**config.mk**
```make
export PLATFORM = sky130hd
export DESIGN_NAME = m4ta_ram
export DESIGN_NICKNAME = d
export VERILOG_FILES = /design/src/design/m4ta_ram.sv
export SDC_FILE = /design/constraint.sdc
export NUM_CORES = 1
export LEC_CHECK = 0
export ABC_AREA = 0
export BUFFER_PORTS_ARGS = -buffer_cell sky130_fd_sc_hd__buf_4
export CORE_UTILIZATION = 60
export CTS_CLUSTER_DIAMETER = 150
export DETAILED_ROUTE_END_ITERATION = 10
export PLACE_DENSITY = 0.89
export SLEW_MARGIN = 20
export SYNTH_ARGS = -nofsm -noshare
export SYNTH_HDL_FRONTEND = slang
export SYNTH_SLANG_ARGS = --single-unit
```
**constraint.sdc**
```tcl
create_clock -name clk -period 6.3 [get_ports clk]
set_clock_uncertainty 0.15 [all_clocks]
set_input_delay 1.26 -clock clk [delete_from_list [all_inputs] [get_ports clk]]
set_output_delay 1.26 -clock clk [all_outputs]
set_load 0.03 [all_outputs]
```
**src/design/m4ta_ram.sv**
```systemverilog
// ----------------------------------------------------------------------------
// m4ta_ram
// Generic single-write, single-read synchronous RAM with registered read data.
// ----------------------------------------------------------------------------
`timescale 1ns / 1ps
`default_nettype none

module m4ta_ram #(
	parameter int WIDTH = 32,
	parameter int DEPTH = 16
) (
	input  wire logic                     clk,
	input  wire logic                     we,
	input  wire logic [$clog2(DEPTH)-1:0] waddr,
	input  wire logic [WIDTH-1:0]         wdata,
	input  wire logic [$clog2(DEPTH)-1:0] raddr,
	output logic      [WIDTH-1:0]         rdata
);

	logic [WIDTH-1:0] mem_q [DEPTH];

	always_ff @(posedge clk) begin
		if (we) begin
			mem_q[waddr] <= wdata;
		end
		rdata <= mem_q[raddr];
	end

endmodule

`default_nettype wire

```
==> impl_metrics.env <==
export IMPL_p_clk_frac=0.392
export IMPL_wirelength_mm=44.1
export IMPL_drt_initial_drc_count=873
export IMPL_hpwl_mm=20.8
export IMPL_switchingPower_mw=1.56
export IMPL_synth_area_mm2=0.0199
export IMPL_cap_viol_max_count=0
export IMPL_grt_first_pass_wirelength_mm=63.3
export IMPL_critPathKind="primary input to flop"
export IMPL_switching_share=0.210
export IMPL_setup_violations=0
export IMPL_cts_buffers_inserted=50
export IMPL_io_pins=74
export IMPL_period_share=0.536
export IMPL_worst_ep_required_time_ps=6360
export IMPL_max_freq_mhz=296
export IMPL_postLayoutSetupSlackWorst_ps=2920
export IMPL_drc=0
export IMPL_min_period_ps=3380
export IMPL_die_y_um=184
export IMPL_drive_gt1_frac=0.317
export IMPL_cts_root_buf="clkbuf_16"
export IMPL_tightest_slew_ps=1150
export IMPL_syn_nets=880
export IMPL_power_density_mw_per_mm2=327
export IMPL_synth_top_family_by_area="multiplexers"
export IMPL_die_w_um=184
export IMPL_synth_top_area_cell="edfxtp_1"
export IMPL_slew_violations=0
export IMPL_postCtsSetupBuffers=0
export IMPL_p_int_mw=5.84
export IMPL_cts_tree="yes"
export IMPL_rsz0062_at_grt="no"
export IMPL_grt_usage=0.270
export IMPL_drtAntennaViolNets=0
export IMPL_ys_seq_area_frac=0.807
export IMPL_via_per_inst=6.55
export IMPL_grt_max_degree=81
export IMPL_synth_xor_area_share=0
export IMPL_clkLatencyLatePin_ps=570
export IMPL_hold_viol=0
export IMPL_pre_cts_slack_ps=2370
export IMPL_fin_nets=983
export IMPL_end_kind="flop"
export IMPL_peakVddDrop_v=0.000200
export IMPL_syn_to_final_growth_pct=14.0
export IMPL_core_area_mm2=0.0325
export IMPL_synth_cells=838
export IMPL_rows=66
export IMPL_synthMuxAreaShare=0.145
export IMPL_gp_congestion=0.722
export IMPL_wire_per_inst_um=31.0
export IMPL_synthAdderAreaFrac=0
export IMPL_synth_area_leaders="edfxtp_1, mux4_2, dfxtp_1"
export IMPL_final_util=0.696
export IMPL_crit_fanout=23
export IMPL_synth_simple_gate_area_frac=0.0127
export IMPL_ys_warn_count=0
export IMPL_critPathArrivalTime_ps=3440
export IMPL_post_synth_top_area_fraction=0.774
export IMPL_cts_sinks=544
export IMPL_synth_seq_cells=544
export IMPL_ys_types=18
export IMPL_ctsHoldBuffers=0
export IMPL_fillerInstances=1867
export IMPL_slew_headroom=0.231
export IMPL_crit_path_start_kind="primary input"
export IMPL_synth_compound_area_frac=0.0242
export IMPL_cts_clk_slew_worst_paths_ps=60
export IMPL_ctsLongestPathBuffers=3
export IMPL_initial_core_util=0.610
export IMPL_post_cts_resized=0
export IMPL_outcome="completed"
export IMPL_dr_pass1_iters=5
export IMPL_p_comb_frac=0.056
export IMPL_grt_overflow=0
export IMPL_share_seq_of_total_power=0.551
export IMPL_grt_pass1_vias=10300
export IMPL_avgSynthCellArea_um2=23.7
export IMPL_tns_ps=0
export IMPL_vias=9333
export IMPL_leakagePower_nw=7.28
export IMPL_dieArea_mm2=0.0338
export IMPL_ctsHtreeMaxLevel=2
export IMPL_holdCritPathClass="flop to flop"
export IMPL_antenna_found_initial=1
export IMPL_portBuffers=73
==> path summary, 6_finish.rpt <==
check	start	endpoint	slack (ps)	cells after the start
worst max-delay path	waddr[2]	mem_q[0][26]	2920	4
worst max register to register	mem_q[3][16]	rdata[16]	4660	3
worst min-delay path	mem_q[12][5]	rdata[5]	520	3
worst min register to register	mem_q[12][5]	rdata[5]	520	3
==> synthesized netlist by cell type <==
| library cell | count |
|---|---|
| or3b_2 | 1 |
| buf_4 | 11 |
| buf_1 | 9 |
| clkbuf_1 | 17 |
| buf_6 | 2 |
| dfxtp_1 | 32 |
| buf_2 | 4 |
| nor2_1 | 13 |
| mux4_2 | 128 |
| nand2b_1 | 2 |
| nand3b_1 | 2 |
| a22oi_1 | 64 |
| nor2b_1 | 2 |
| edfxtp_1 | 512 |
| nor3_1 | 4 |
| nand2_1 | 33 |
| and2_1 | 1 |
| nand3_1 | 1 |
==> registers in the layout (all words and copies together) (netlist names) <==
| register | flops |
|---|---|
| mem_q | 512 |
| rdata | 32 |
==> final cells by class <==
class,instances,area (µm²),area share
repair buffers,94,757,0.0334
clock inverters,20,125,0.00553
flip-flops and latches,544,16000,0.707
diodes,1,2.50,0.000111
clock buffers,72,1440,0.0635
multi-input cells,251,3750,0.166
well taps,442,553,0.0244
==> cell usage in the layout (no fill, tap or decap) <==
cell type,synthesis,final
clkinv_4,0,1
buf_4,11,90
clkbuf_16,0,53
dfxtp_1,32,32
edfxtp_1,512,512
and2_2,0,1
nand2b_1,2,2
inv_6,0,2
nor2_4,0,13
diode_2,0,1
nand2_1,33,33
nor2b_4,0,2
buf_16,0,1
nor3_2,0,4
mux4_2,128,128
clkbuf_1,17,15
buf_12,0,2
a22oi_1,64,64
clkinv_1,0,9
nand3_1,1,1
clkinv_2,0,7
clkbuf_8,0,5
nand3b_1,2,2
or3b_2,1,1
bufinv_16,0,1
==> stage by stage <==
step / hold WS [ps] / cell area (µm²) / instances / power [mW]
finish: 518 / 22600 / 1424 / 7.39
global route: 550 / 22600 / 1424 / 7.57
CTS: 524 / 22600 / 1423 / 7.41
detailed placement: 504 / 21100 / 1331 / 4.56
global placement: 495 / 21000 / 1330 / 4.54
floorplan: 485 / 19900 / 838 / 4.38
==> layer usage <==
layer,up-vias,track usage,wire length [µm]
met2,597,0.470,23200
met1,4826,0.314,14900
met4,0,0.150,2210
met5,-,0,0
li1,3767,-,-
met3,143,0.0574,3870
==> critical path: stages <==
cell	delay (ps)
buf_4	130
or3b_2	590
nor3_2	890
buf_4	550
==> logic make-up (layout without fill, tap and decap cells) <==
kind of cell	count (synthesis)	in the layout
AOI/OAI and AO/OA	64	64
muxes	128	128
DFF	544	544
and+or+nand+nor	59	59
buffers and inverters	43	186
other	0	1
==> power by group through the flow <==
stage	Combinational (mW)	Sequential [mW]	Clock [mW]
2_1_floorplan	0.194	4.19	0
3_3_place_gp	0.397	4.14	0
3_5_place_dp	0.411	4.15	0
4_1_cts	0.419	4.08	2.92
5_1_grt	0.439	4.08	3.05
6_report	0.417	4.08	2.90
Power figures use the tool's default switching activity.
